File: src/design/pfd_pkg.sv
// package for the padded frame deframer
// types and constants shared by the parser, the result queue and the top level
// no dependencies
`default_nettype none

package pfd_pkg;

    localparam int LEN_W = 17;
    localparam int PLEN_W = 16;
    localparam int PRE_W = 12;

    // strategy codes above this force the old form
    localparam logic [3:0] STRATEGY_LIMIT = 4'd6;
    localparam logic [3:0] NIBBLE_MASK = 4'hF;

    localparam logic [1:0] PATH_PASS = 2'd0;
    localparam logic [1:0] PATH_NEW  = 2'd1;
    localparam logic [1:0] PATH_OLD  = 2'd2;

    localparam logic [1:0] MODE_UNDECIDED = 2'd0;
    localparam logic [1:0] MODE_NEW       = 2'd1;
    localparam logic [1:0] MODE_OLD       = 2'd2;

    typedef struct packed {
        logic [7:0] out_byte;
        logic       out_last;
        logic       frame_empty;
        logic [1:0] path_code;
    } res_t;

    // up to two results from one input byte, first one in slot 0
    typedef struct packed {
        logic v0;
        logic v1;
        res_t r0;
        res_t r1;
    } step_out_t;

endpackage

`default_nettype wire

File: src/design/pfd_parse.sv
// header parser and frame state for the padded frame deframer
// takes one registered byte per cycle with take high; up to two results
// depends on pfd_pkg
`default_nettype none

module pfd_parse
    import pfd_pkg::*;
(
    input  wire logic             clk,
    input  wire logic             rst_n,
    input  wire logic             take,
    input  wire logic [7:0]       data_byte,
    input  wire logic [LEN_W-1:0] frame_length,
    output step_out_t             step
);

    logic [LEN_W-1:0]  pos_reg, pos_next;
    logic [7:0]        hb0_reg, hb0_next;
    logic [7:0]        hb1_reg, hb1_next;
    logic [7:0]        held_reg, held_next;
    logic [PLEN_W-1:0] plen_reg, plen_next;
    logic [1:0]        mode_reg, mode_next;

    logic [LEN_W-1:0]  len;
    logic [LEN_W:0]    pos_inc;
    logic              last;
    logic [PRE_W-1:0]  pre;
    logic [LEN_W-1:0]  start;
    logic [LEN_W-1:0]  stop;
    logic [LEN_W-1:0]  old_start;
    logic [PLEN_W-1:0] plen_eff;
    logic [1:0]        mode_eff;
    logic              emit;
    logic              extra_v;
    logic              byte_v;
    logic              empty_v;
    res_t              extra_r;
    res_t              byte_r;
    res_t              empty_r;

    always_comb
    begin
        len = (frame_length == '0) ? LEN_W'(1) : frame_length;
        pos_inc = {1'b0, pos_reg} + (LEN_W+1)'(1);
        last = (pos_inc >= {1'b0, len});
        pre = {hb0_reg[3:0] & NIBBLE_MASK, hb1_reg};
        start = LEN_W'(pre) + LEN_W'(4);
        old_start = LEN_W'(pre) + LEN_W'(2);

        hb0_next = hb0_reg;
        hb1_next = hb1_reg;
        held_next = held_reg;
        plen_next = plen_reg;
        mode_eff = mode_reg;
        plen_eff = plen_reg;
        emit = 1'b0;
        extra_v = 1'b0;
        byte_v = 1'b0;
        empty_v = 1'b0;

        extra_r = '{out_byte: held_reg, out_last: 1'b0, frame_empty: 1'b0,
                    path_code: PATH_OLD};
        byte_r = '{out_byte: data_byte, out_last: 1'b0, frame_empty: 1'b0,
                   path_code: PATH_OLD};
        empty_r = '{out_byte: 8'd0, out_last: 1'b1, frame_empty: 1'b1,
                    path_code: PATH_OLD};
        stop = start + LEN_W'(plen_eff);

        if (len == LEN_W'(1))
        begin
            byte_v = 1'b1;
            byte_r.out_last = 1'b1;
            byte_r.path_code = PATH_PASS;
            mode_eff = MODE_UNDECIDED;
        end
        else
        begin
            if (pos_reg == LEN_W'(0))
            begin
                hb0_next = data_byte;
            end
            else if (pos_reg == LEN_W'(1))
            begin
                hb1_next = data_byte;
                mode_eff = (hb0_reg[7:4] <= STRATEGY_LIMIT && len >= LEN_W'(4))
                           ? MODE_UNDECIDED : MODE_OLD;
            end
            else
            begin
                emit = 1'b1;
                if (mode_reg == MODE_UNDECIDED)
                begin
                    if (pos_reg == LEN_W'(2))
                    begin
                        held_next = data_byte;
                        if (last)
                        begin
                            mode_eff = MODE_OLD;
                        end
                        else
                        begin
                            emit = 1'b0;
                        end
                    end
                    else
                    begin
                        plen_eff = {held_reg, data_byte};
                        plen_next = plen_eff;
                        stop = start + LEN_W'(plen_eff);
                        if (plen_eff != '0 && start < len && stop <= len)
                        begin
                            mode_eff = MODE_NEW;
                        end
                        else
                        begin
                            mode_eff = MODE_OLD;
                            // held byte 2 belongs to the old-form output
                            extra_v = (pre == '0);
                        end
                    end
                end
                if (emit)
                begin
                    if (mode_eff == MODE_NEW)
                    begin
                        if (pos_reg >= start && pos_reg < stop)
                        begin
                            byte_v = 1'b1;
                            byte_r.path_code = PATH_NEW;
                            byte_r.out_last = (pos_inc == {1'b0, stop});
                        end
                    end
                    else if (mode_eff == MODE_OLD)
                    begin
                        if (pos_reg >= old_start)
                        begin
                            byte_v = 1'b1;
                            byte_r.out_last = last;
                        end
                    end
                end
            end
            empty_v = last && !extra_v && !byte_v && (mode_eff == MODE_OLD);
        end

        if (last)
        begin
            pos_next = '0;
            mode_next = MODE_UNDECIDED;
        end
        else
        begin
            pos_next = pos_inc[LEN_W-1:0];
            mode_next = mode_eff;
        end

        step.v0 = take && (extra_v || byte_v || empty_v);
        step.v1 = take && extra_v && byte_v;
        step.r0 = extra_v ? extra_r : (byte_v ? byte_r : empty_r);
        step.r1 = byte_r;
    end

    always_ff @(posedge clk or negedge rst_n)
    begin
        if (!rst_n)
        begin
            pos_reg <= '0;
            hb0_reg <= '0;
            hb1_reg <= '0;
            held_reg <= '0;
            plen_reg <= '0;
            mode_reg <= MODE_UNDECIDED;
        end
        else if (take)
        begin
            pos_reg <= pos_next;
            hb0_reg <= hb0_next;
            hb1_reg <= hb1_next;
            held_reg <= held_next;
            plen_reg <= plen_next;
            mode_reg <= mode_next;
        end
    end

endmodule

`default_nettype wire

File: src/design/pfd_out_fifo.sv
// four-entry result queue for the padded frame deframer
// takes up to two results a cycle and hands out one per transaction
// depends on pfd_pkg
`default_nettype none

module pfd_out_fifo
    import pfd_pkg::*;
(
    input  wire logic      clk,
    input  wire logic      rst_n,
    input  wire step_out_t step,
    output logic           room,
    output logic           result_valid,
    input  wire logic      result_stall,
    output res_t           head
);

    localparam int DEPTH = 4;
    localparam int PTR_W = 2;

    res_t             mem_reg [DEPTH];
    logic [PTR_W-1:0] wr_reg, wr_next;
    logic [PTR_W-1:0] rd_reg, rd_next;
    logic [PTR_W:0]   cnt_reg, cnt_next;
    logic             pop;
    logic [PTR_W-1:0] wr_plus;

    always_comb
    begin
        // a step may push two entries, so keep two free
        room = (cnt_reg <= (PTR_W+1)'(DEPTH - 2));
        result_valid = (cnt_reg != '0);
        head = mem_reg[rd_reg];
        pop = result_valid && !result_stall;
        wr_plus = wr_reg + PTR_W'(1);
        wr_next = wr_reg + PTR_W'(step.v0) + PTR_W'(step.v1);
        rd_next = rd_reg + PTR_W'(pop);
        cnt_next = cnt_reg + (PTR_W+1)'(step.v0) + (PTR_W+1)'(step.v1)
                   - (PTR_W+1)'(pop);
    end

    always_ff @(posedge clk)
    begin
        if (step.v0)
        begin
            mem_reg[wr_reg] <= step.r0;
        end
        if (step.v1)
        begin
            mem_reg[wr_plus] <= step.r1;
        end
    end

    always_ff @(posedge clk or negedge rst_n)
    begin
        if (!rst_n)
        begin
            wr_reg <= '0;
            rd_reg <= '0;
            cnt_reg <= '0;
        end
        else
        begin
            wr_reg <= wr_next;
            rd_reg <= rd_next;
            cnt_reg <= cnt_next;
        end
    end

endmodule

`default_nettype wire

File: src/design/padded_frame_deframer.sv
// padded frame deframer: strips the control header and padding from a byte stream
// each accepted byte is registered, parsed, and its results pass via the result queue
// throughput: one byte per cycle; the input is held off only while the four-entry result
//   queue has fewer than two free places, which only a stalled output brings about
// reset: rst_n clears frame position, header state, mode and the result queue
// depends on pfd_pkg, pfd_parse and pfd_out_fifo
`default_nettype none

module padded_frame_deframer
    import pfd_pkg::*;
(
    input  wire logic             clk,
    input  wire logic             rst_n,
    input  wire logic             item_valid,
    output logic                  item_stall,
    input  wire logic [7:0]       data_byte,
    input  wire logic [LEN_W-1:0] frame_length,
    output logic                  result_valid,
    input  wire logic             result_stall,
    output logic [7:0]            out_byte,
    output logic                  out_last,
    output logic                  frame_empty,
    output logic [1:0]            path_code
);

    logic             in_valid_reg;
    logic [7:0]       in_byte_reg;
    logic [LEN_W-1:0] in_len_reg;
    logic             room;
    logic             take;
    step_out_t        step;
    res_t             head;

    // the held byte is processed once the queue can take two results
    assign take = in_valid_reg && room;
    assign item_stall = in_valid_reg && !room;

    always_ff @(posedge clk or negedge rst_n)
    begin
        if (!rst_n)
        begin
            in_valid_reg <= 1'b0;
        end
        else if (!item_stall)
        begin
            in_valid_reg <= item_valid;
        end
    end

    always_ff @(posedge clk)
    begin
        if (item_valid && !item_stall)
        begin
            in_byte_reg <= data_byte;
            in_len_reg <= frame_length;
        end
    end

    pfd_parse u_parse (
        .clk          (clk),
        .rst_n        (rst_n),
        .take         (take),
        .data_byte    (in_byte_reg),
        .frame_length (in_len_reg),
        .step         (step)
    );

    pfd_out_fifo u_fifo (
        .clk          (clk),
        .rst_n        (rst_n),
        .step         (step),
        .room         (room),
        .result_valid (result_valid),
        .result_stall (result_stall),
        .head         (head)
    );

    assign out_byte = head.out_byte;
    assign out_last = head.out_last;
    assign frame_empty = head.frame_empty;
    assign path_code = head.path_code;

endmodule

`default_nettype wire
File: config.mk
export PLATFORM = sky130hd
export DESIGN_NAME = padded_frame_deframer
export DESIGN_NICKNAME = d
export VERILOG_FILES = /design/src/design/pfd_pkg.sv /design/src/design/pfd_parse.sv /design/src/design/pfd_out_fifo.sv /design/src/design/padded_frame_deframer.sv
export SDC_FILE = /design/constraint.sdc
export NUM_CORES = 1
export LEC_CHECK = 0
export BUFFER_PORTS_ARGS = -buffer_cell sky130_fd_sc_hd__buf_2
export CORE_ASPECT_RATIO = 1.2
export CORE_UTILIZATION = 28
export CTS_CLUSTER_SIZE = 20
export DETAILED_ROUTE_END_ITERATION = 6
export MAX_ROUTING_LAYER = met4
export PLACE_DENSITY = 0.49
export SLEW_MARGIN = 10
export SYNTH_ARGS = -nofsm -noshare
export SYNTH_HDL_FRONTEND = slang
export SYNTH_SLANG_ARGS = --single-unit
File: constraint.sdc
create_clock -name clk -period 17.3 [get_ports clk]
set_input_delay 1.73 -clock clk [delete_from_list [all_inputs] [get_ports clk]]
set_output_delay 1.73 -clock clk [all_outputs]
set_load 0.1 [all_outputs]
==> results.json, run 1 <==
{
  "power.leakage_nw": 5.380,
  "antenna_left": 0,
  "overflow": 0,
  "synth_seq_area_share_pct": 32.68,
  "netlist_area_sq_um": 11710,
  "fillers": 4302,
  "grt_pass1_wl_mm": 58.54,
  "maxClockFrequency_mhz": 132.3,
  "setup_viol": 0,
  "drt_iter0_drc": 744,
  "synth_edf_count": 69,
  "syn_inst": 1195,
  "ys_ff_latch": 140,
  "numCtsBuffers": 17,
  "maxCapViolCount": 0,
  "grt_pass1_vias": 9499,
  "clock_latency_ns": 0.46,
  "dpl_cell_area_sq_um": 12400,
  "hold_path.class": "reg2reg",
  "worstSetupPathType": "reg2reg",
  "wl_per_cell_microns": 21.95,
  "rows": 81,
  "drive_above_1_share_pct": 15.63,
  "drv_slew": 0,
  "skew_ns": 0.01816,
  "synthXorXnorAreaFrac_pct": 4.913,
  "critPathLaunchType": "flop",
  "synth_mux_area_share_pct": 6.632,
  "die_w_microns": 188.7,
  "io_pins": 43,
  "syn_to_final_growth_pct": 10.52,
  "antenna_cells": 0,
  "max-vdd-ir-drop_mv": 0.1778,
  "max_stage_delay_ns": 0.54,
  "core-area_sq_um": 41050,
  "timing.final.crit_period_ns": 7.558,
  "relSlewSlack_pct": 25.34,
  "syn_nets": 1353,
  "drcViolationCount": 0,
  "dr.pass1.iters": 6,
  "gp_congestion": 0.9297,
  "synth_cell_type_count": 110,
  "avgSynthCellArea_sq_um": 9.803,
  "htreeDepth": 4,
  "period_share_pct": 43.68,
  "synthAdderAreaFrac_pct": 13.97,
  "cp.arrival_ns": 7.91,
  "ys.flop_type": "edfxtp_1",
  "crit_top_cell": "ha_1",
  "yosys.area_share.simple_pct": 18.30,
  "start_util_pct": 28.54,
  "via_per_inst": 5.494,
  "powerDensity_nw_per_um2": 197.0,
  "grt_usage_pct": 19.04,
  "path_clk_slew_ns": 0.07,
  "wl_mm": 38.65,
  "status": "completed",
  "largest_register_ffs": 48,
  "ctsResizeCount": 0,
  "grt_setup_unrepaired": "false",
  "cts_tree": "built",
  "port_buffers": 42,
  "synth_compound_area_share_pct": 18.81,
  "cp-end-kind": "flop",
  "cts.sink_count": 140,
  "vias": 9675,
  "synth_top_family_by_area": "compound AO/OA/AOI/OAI gates",
  "post_cts_buffers": 0,
  "dp_hpwl_mm": 30.50,
  "grt_max_degree": 68,
  "root_buffer": "clkbuf_16",
  "yosys_warnings": 0,
  "grt_antenna_before_repair": 1,
  "finalNonFillerCells": 1761,
  "fin_tns_setup_ns": 0,
  "worstMarginPinSlew_ns": 1.119,
  "final_common_cell": "ha_1",
  "nets": 1367,
  "ys_async_sr_fraction_pct": 47.86,
  "cp_data_required_time_ns": 17.65,
  "cp_max_fo": 8,
  "clockBufferDepth": 2,
  "cp_slowest_cell": "o31ai_4",
  "final_cell_mix": "126 x ha_1, 80 x nand2_1, 71 x inv_1, 69 x edfxtp_1, 67 x dfrtp_1",
  "die-area_sq_um": 42670,
  "finalInstanceArea_sq_um": 12950,
  "hold_violations": 0,
  "die_height_microns": 226.1,
  "ctsHoldBuffers": 0,
  "placed_cells": 1729
}
## kinds of logic after synthesis
logic type	Yosys count
AO/OA/AOI/OAI	304
XOR/XNOR	64
adder cells (fa/ha/maj)	129
buffers and inverters	128
flip-flops	140
multiplexers	58
AND/OR/NAND/NOR	372
## critical path, delay by kind of cell, from the launching register on
kind / cells / cell delay (ns)
compound gates: 11 / 2.99
fa+ha+maj: 6 / 1.74
mux: 1 / 0.28
xor+xnor: 3 / 0.65
flops: 1 / 0.49
simple gates: 6 / 1.28
## area by class of cell
cell class | instances | area (sq um) | area share, %
clock buffer | 22 | 464.2 | 3.585
clock inverter | 10 | 81.33 | 0.6281
inverter | 73 | 279.0 | 2.155
multi-input combinational | 927 | 7347 | 56.75
sequential | 140 | 3829 | 29.57
tap | 539 | 674.4 | 5.209
timing repair buffer | 50 | 272.8 | 2.107
## path summary, 6_finish.rpt
kind / depth (start not counted) / slack (ns) / to / from
setup / recovery: 27 / 9.74 / u_fifo.cnt_reg[2]$_DFF_PN0_ / u_parse.hb1_reg[2]$_DFFE_PN0P_
hold / removal: 2 / 0.51 / u_fifo.mem_reg[3][2]$_SDFFE_PP0N_ / u_fifo.mem_reg[3][2]$_SDFFE_PP0N_
setup reg to reg: 27 / 9.74 / u_fifo.cnt_reg[2]$_DFF_PN0_ / u_parse.hb1_reg[2]$_DFFE_PN0P_
hold reg to reg: 2 / 0.51 / u_fifo.mem_reg[3][2]$_SDFFE_PP0N_ / u_fifo.mem_reg[3][2]$_SDFFE_PP0N_
max in group asynchronous: 1 / 15.25 / u_fifo.rd_reg[1]$_DFF_PN0_ / rst_n
min in group asynchronous: 1 / 1.40 / u_parse.hb0_reg[5]$_DFFE_PN0P_ / rst_n
## synthesized netlist by cell type, drive strengths merged (5+ instances only)
cell     number  share of area [%]
a211oi       19                1.2
nor4b         6               0.63
nor2         69                2.3
nor4         29                1.9
o21ai        59                2.5
nor3         34                2.0
a21o         16                1.0
a21boi        5               0.32
and4         10               0.77
ha          126                 13
xor2         26                2.0
inv          72                2.3
edfxtp       69                 18
xnor2        38                2.9
clkbuf       40                1.4
mux2         37                3.6
nor3b         6               0.38
and2         10               0.56
o2111ai       8               0.65
o22ai         5               0.27
dfrtp        67                 14
nor2b        10               0.53
nand3        41                1.9
buf          15               0.88
o211ai       10               0.80
a31oi        10               0.53
a32o         32                2.7
o31ai        20                1.4
o21bai        7               0.45
nand2        80                2.6
and3         16               0.90
mux4         12                2.3
or3           8               0.48
or2          10               0.53
mux2i         9               0.77
o21a          5               0.32
nand4        29                1.8
a21oi        69                3.4
## power by group
| group | total, mW | switching [mW] | internal (mW) | leakage (nW) |
|---|---|---|---|---|
| registers | 0.578 | 0.154 | 0.424 | 1.55 |
| clock network | 0.356 | 0.162 | 0.194 | 0.272 |
| logic | 1.62 | 1.06 | 0.555 | 3.56 |
| total | 2.55 | 1.38 | 1.17 | 5.38 |
## layer usage
metal,global-route usage (%),wire length [microns],vias up
li1,-,-,4611
met1,22.64,16870,4710
met2,32.55,19050,287
met3,2.393,1489,67
met4,7.544,1234,0
met5,-,0,-
## per-stage QoR
| stage | power [mW] | utilization [%] | setup slack, ns | hold slack, ns |
|---|---|---|---|---|
| finish | 2.550 | 31.54 | 9.743 | 0.5104 |
| global route | 2.714 | 31.54 | 9.152 | 0.5384 |
| CTS | 2.544 | 31.54 | 9.787 | 0.5124 |
| detailed placement | 2.177 | 30.21 | 9.802 | 0.4990 |
| global placement | 2.163 | 30.21 | 10.07 | 0.4883 |
| floorplan | 1.746 | - | 10.90 | 0.4792 |
Power figures use the tool's default switching activity.
==> inputs of run 2 (changes only) <==
==> constraint.sdc (replaced) <==
create_clock -name clk -period 7 [get_ports clk]
set_input_delay 0.7 -clock clk [delete_from_list [all_inputs] [get_ports clk]]
set_output_delay 0.7 -clock clk [all_outputs]
set_load 0.1 [all_outputs]
==> run 2 against run 1 <==
Effect of this change: wire length rose by 2.3%; power rose to 2.6 times the previous value; global-route usage is 0.49 points higher; non-clock buffer count is 48 higher; utilization grew 1.0 points; largest cell class unchanged; first-iteration DRC count up 7.1%; die area did not move; fmax grew 15%; setup slack worse by 9.3 ns; combinational power rose to 2.6 times the previous value; clock-buffer cell count decreased by 4; via count up 2.0%; largest power group unchanged.
==> results.json, run 2 (synthesis results as in run 1) <==
{
  "die-area_sq_um": 42670,
  "hold_violations": 0,
  "vias": 9872,
  "hold_path.class": "in2async",
  "cp_data_required_time_ns": 7.34,
  "cts.sink_count": 140,
  "finalInstanceArea_sq_um": 13360,
  "max-vdd-ir-drop_mv": 0.4602,
  "grt_usage_pct": 19.53,
  "cp_max_fo": 7,
  "clockBufferDepth": 2,
  "powerDensity_nw_per_um2": 491.5,
  "die_w_microns": 188.7,
  "drive_above_1_share_pct": 19.37,
  "path_clk_slew_ns": 0.07,
  "start_util_pct": 28.54,
  "ctsHoldBuffers": 0,
  "multi_input_area_sq_um": 7362,
  "finalNonFillerCells": 1809,
  "worstSetupPathType": "reg2reg",
  "port_buffers": 42,
  "critPathLaunchType": "flop",
  "placed_cells": 1774,
  "fin_tns_setup_ns": 0,
  "grt_setup_unrepaired": "false",
  "via_per_inst": 5.457,
  "nets": 1415,
  "drcViolationCount": 0,
  "largest_register_ffs": 48,
  "core-area_sq_um": 41050,
  "status": "completed",
  "rr_startpoint": "u_parse.hb1_reg[6]$_DFFE_PN0P_",
  "power.leakage_nw": 5.624,
  "grt_max_degree": 68,
  "antenna_left": 0,
  "maxCapViolCount": 0,
  "setup_viol": 0,
  "die_height_microns": 226.1,
  "cts_tree": "built",
  "gp_congestion": 0.9355,
  "numCtsBuffers": 17,
  "wl_mm": 39.53,
  "pre_cts_slack_ns": 0.1975,
  "cp.arrival_ns": 6.93,
  "root_buffer": "clkbuf_16",
  "syn_to_final_growth_pct": 14.07,
  "cp-endpoint": "u_fifo.cnt_reg[2]$_DFF_PN0_",
  "timing.final.crit_period_ns": 6.589,
  "rows": 81,
  "cp-end-kind": "flop",
  "worst_slack_ns": 0.4115,
  "worstMarginPinSlew_ns": 1.140,
  "final_common_cell": "ha_1",
  "overflow": 0,
  "grt_pass1_wl_mm": 60.18,
  "final-seq-area_sq_um": 3830,
  "final_cell_mix": "126 x ha_1, 80 x nand2_1, 71 x inv_1, 69 x edfxtp_1, 66 x dfrtp_1",
  "reg2reg_slack_ns": 0.41,
  "dp_hpwl_mm": 31.09,
  "htreeDepth": 4,
  "design_power_total_mw": 6.568,
  "dr.pass1.iters": 5,
  "holdWs_ns": 0.3884,
  "skew_ns": 0.01441,
  "fin_util_pct": 32.56,
  "cp-startpoint": "u_parse.hb1_reg[6]$_DFFE_PN0P_",
  "period_share_pct": 94.12,
  "antenna_cells": 0,
  "relSlewSlack_pct": 23.90,
  "grt_pass1_vias": 9799,
  "wl_per_cell_microns": 21.85,
  "fillers": 4253,
  "reg2reg_to": "u_fifo.cnt_reg[2]$_DFF_PN0_",
  "clock_latency_ns": 0.46,
  "drt_iter0_drc": 797,
  "drv_slew": 0,
  "dpl_cell_area_sq_um": 12740,
  "grt_antenna_before_repair": 1,
  "maxClockFrequency_mhz": 151.8,
  "ff2ff_path_depth": 26,
  "io_pins": 43
}
==> run 2: per-layer routing <==
metal	up-vias	part of all wire, %	routed length, microns	GRT usage, %
met5	-	0	0	-
met4	0	2.5	981	6.348
met3	59	4.3	1719	3.046
met2	305	49	19290	32.69
met1	4823	44	17540	23.95
li1	4685	-	-	-
==> run 2: what timing repair did <==
item / 4_1_cts / 5_1_grt
resized for setup: 0 / 6
setup buffers: 0 / 3
setup endpoints to repair: 0 / 10
==> run 2: worst min path at each step <==
stage / end / slack, ns / cells after the start
floorplan: in_valid_reg$_DFFE_PN0N_ / 0.40 / 0
global placement: u_parse.hb0_reg[4]$_DFFE_PN0P_ / 0.49 / 1
detailed placement: u_parse.hb0_reg[4]$_DFFE_PN0P_ / 0.50 / 1
CTS: in_len_reg[2]$_DFFE_PP_ / 0.39 / 1
global route: in_len_reg[0]$_DFFE_PP_ / 0.39 / 1
finish: u_parse.hb0_reg[5]$_DFFE_PN0P_ / 0.39 / 1
==> run 2: report_power, final <==
group	switching [mW]	total (mW)	internal, mW
Combinational	2.74	4.25	1.51
Clock	0.414	0.944	0.531
Sequential	0.323	1.37	1.05
==> run 2: layout make-up <==
type / instances / area share (%)
clock buffers: 18 / 3.212
clock inverters: 14 / 1.161
inverters: 73 / 2.088
multi-input cells: 927 / 55.09
flip-flops and latches: 140 / 28.66
well taps: 539 / 5.047
repair buffers: 98 / 4.738
==> run 2: critical path, cell delays in order, from the launching register on <==
cell and delay [ns]:
dfrtp_1 0.50, and4_1 0.27, buf_4 0.14, nand2_1 0.06
xnor2_1 0.40, ha_1 0.41, and3_1 0.23, and3_1 0.19
a221oi_1 0.42, o21ai_1 0.33, xnor2_1 0.21, nand2_1 0.08
o21ai_0 0.10, ha_1 0.31, a21o_1 0.16, a21oi_1 0.21
nand3_1 0.10, a221o_2 0.45, o31ai_4 0.19, o21ai_1 0.13
or2_2 0.31, ha_1 0.30, xnor2_1 0.14, ha_1 0.18
a21o_1 0.16, fa_1 0.37, xnor2_1 0.14
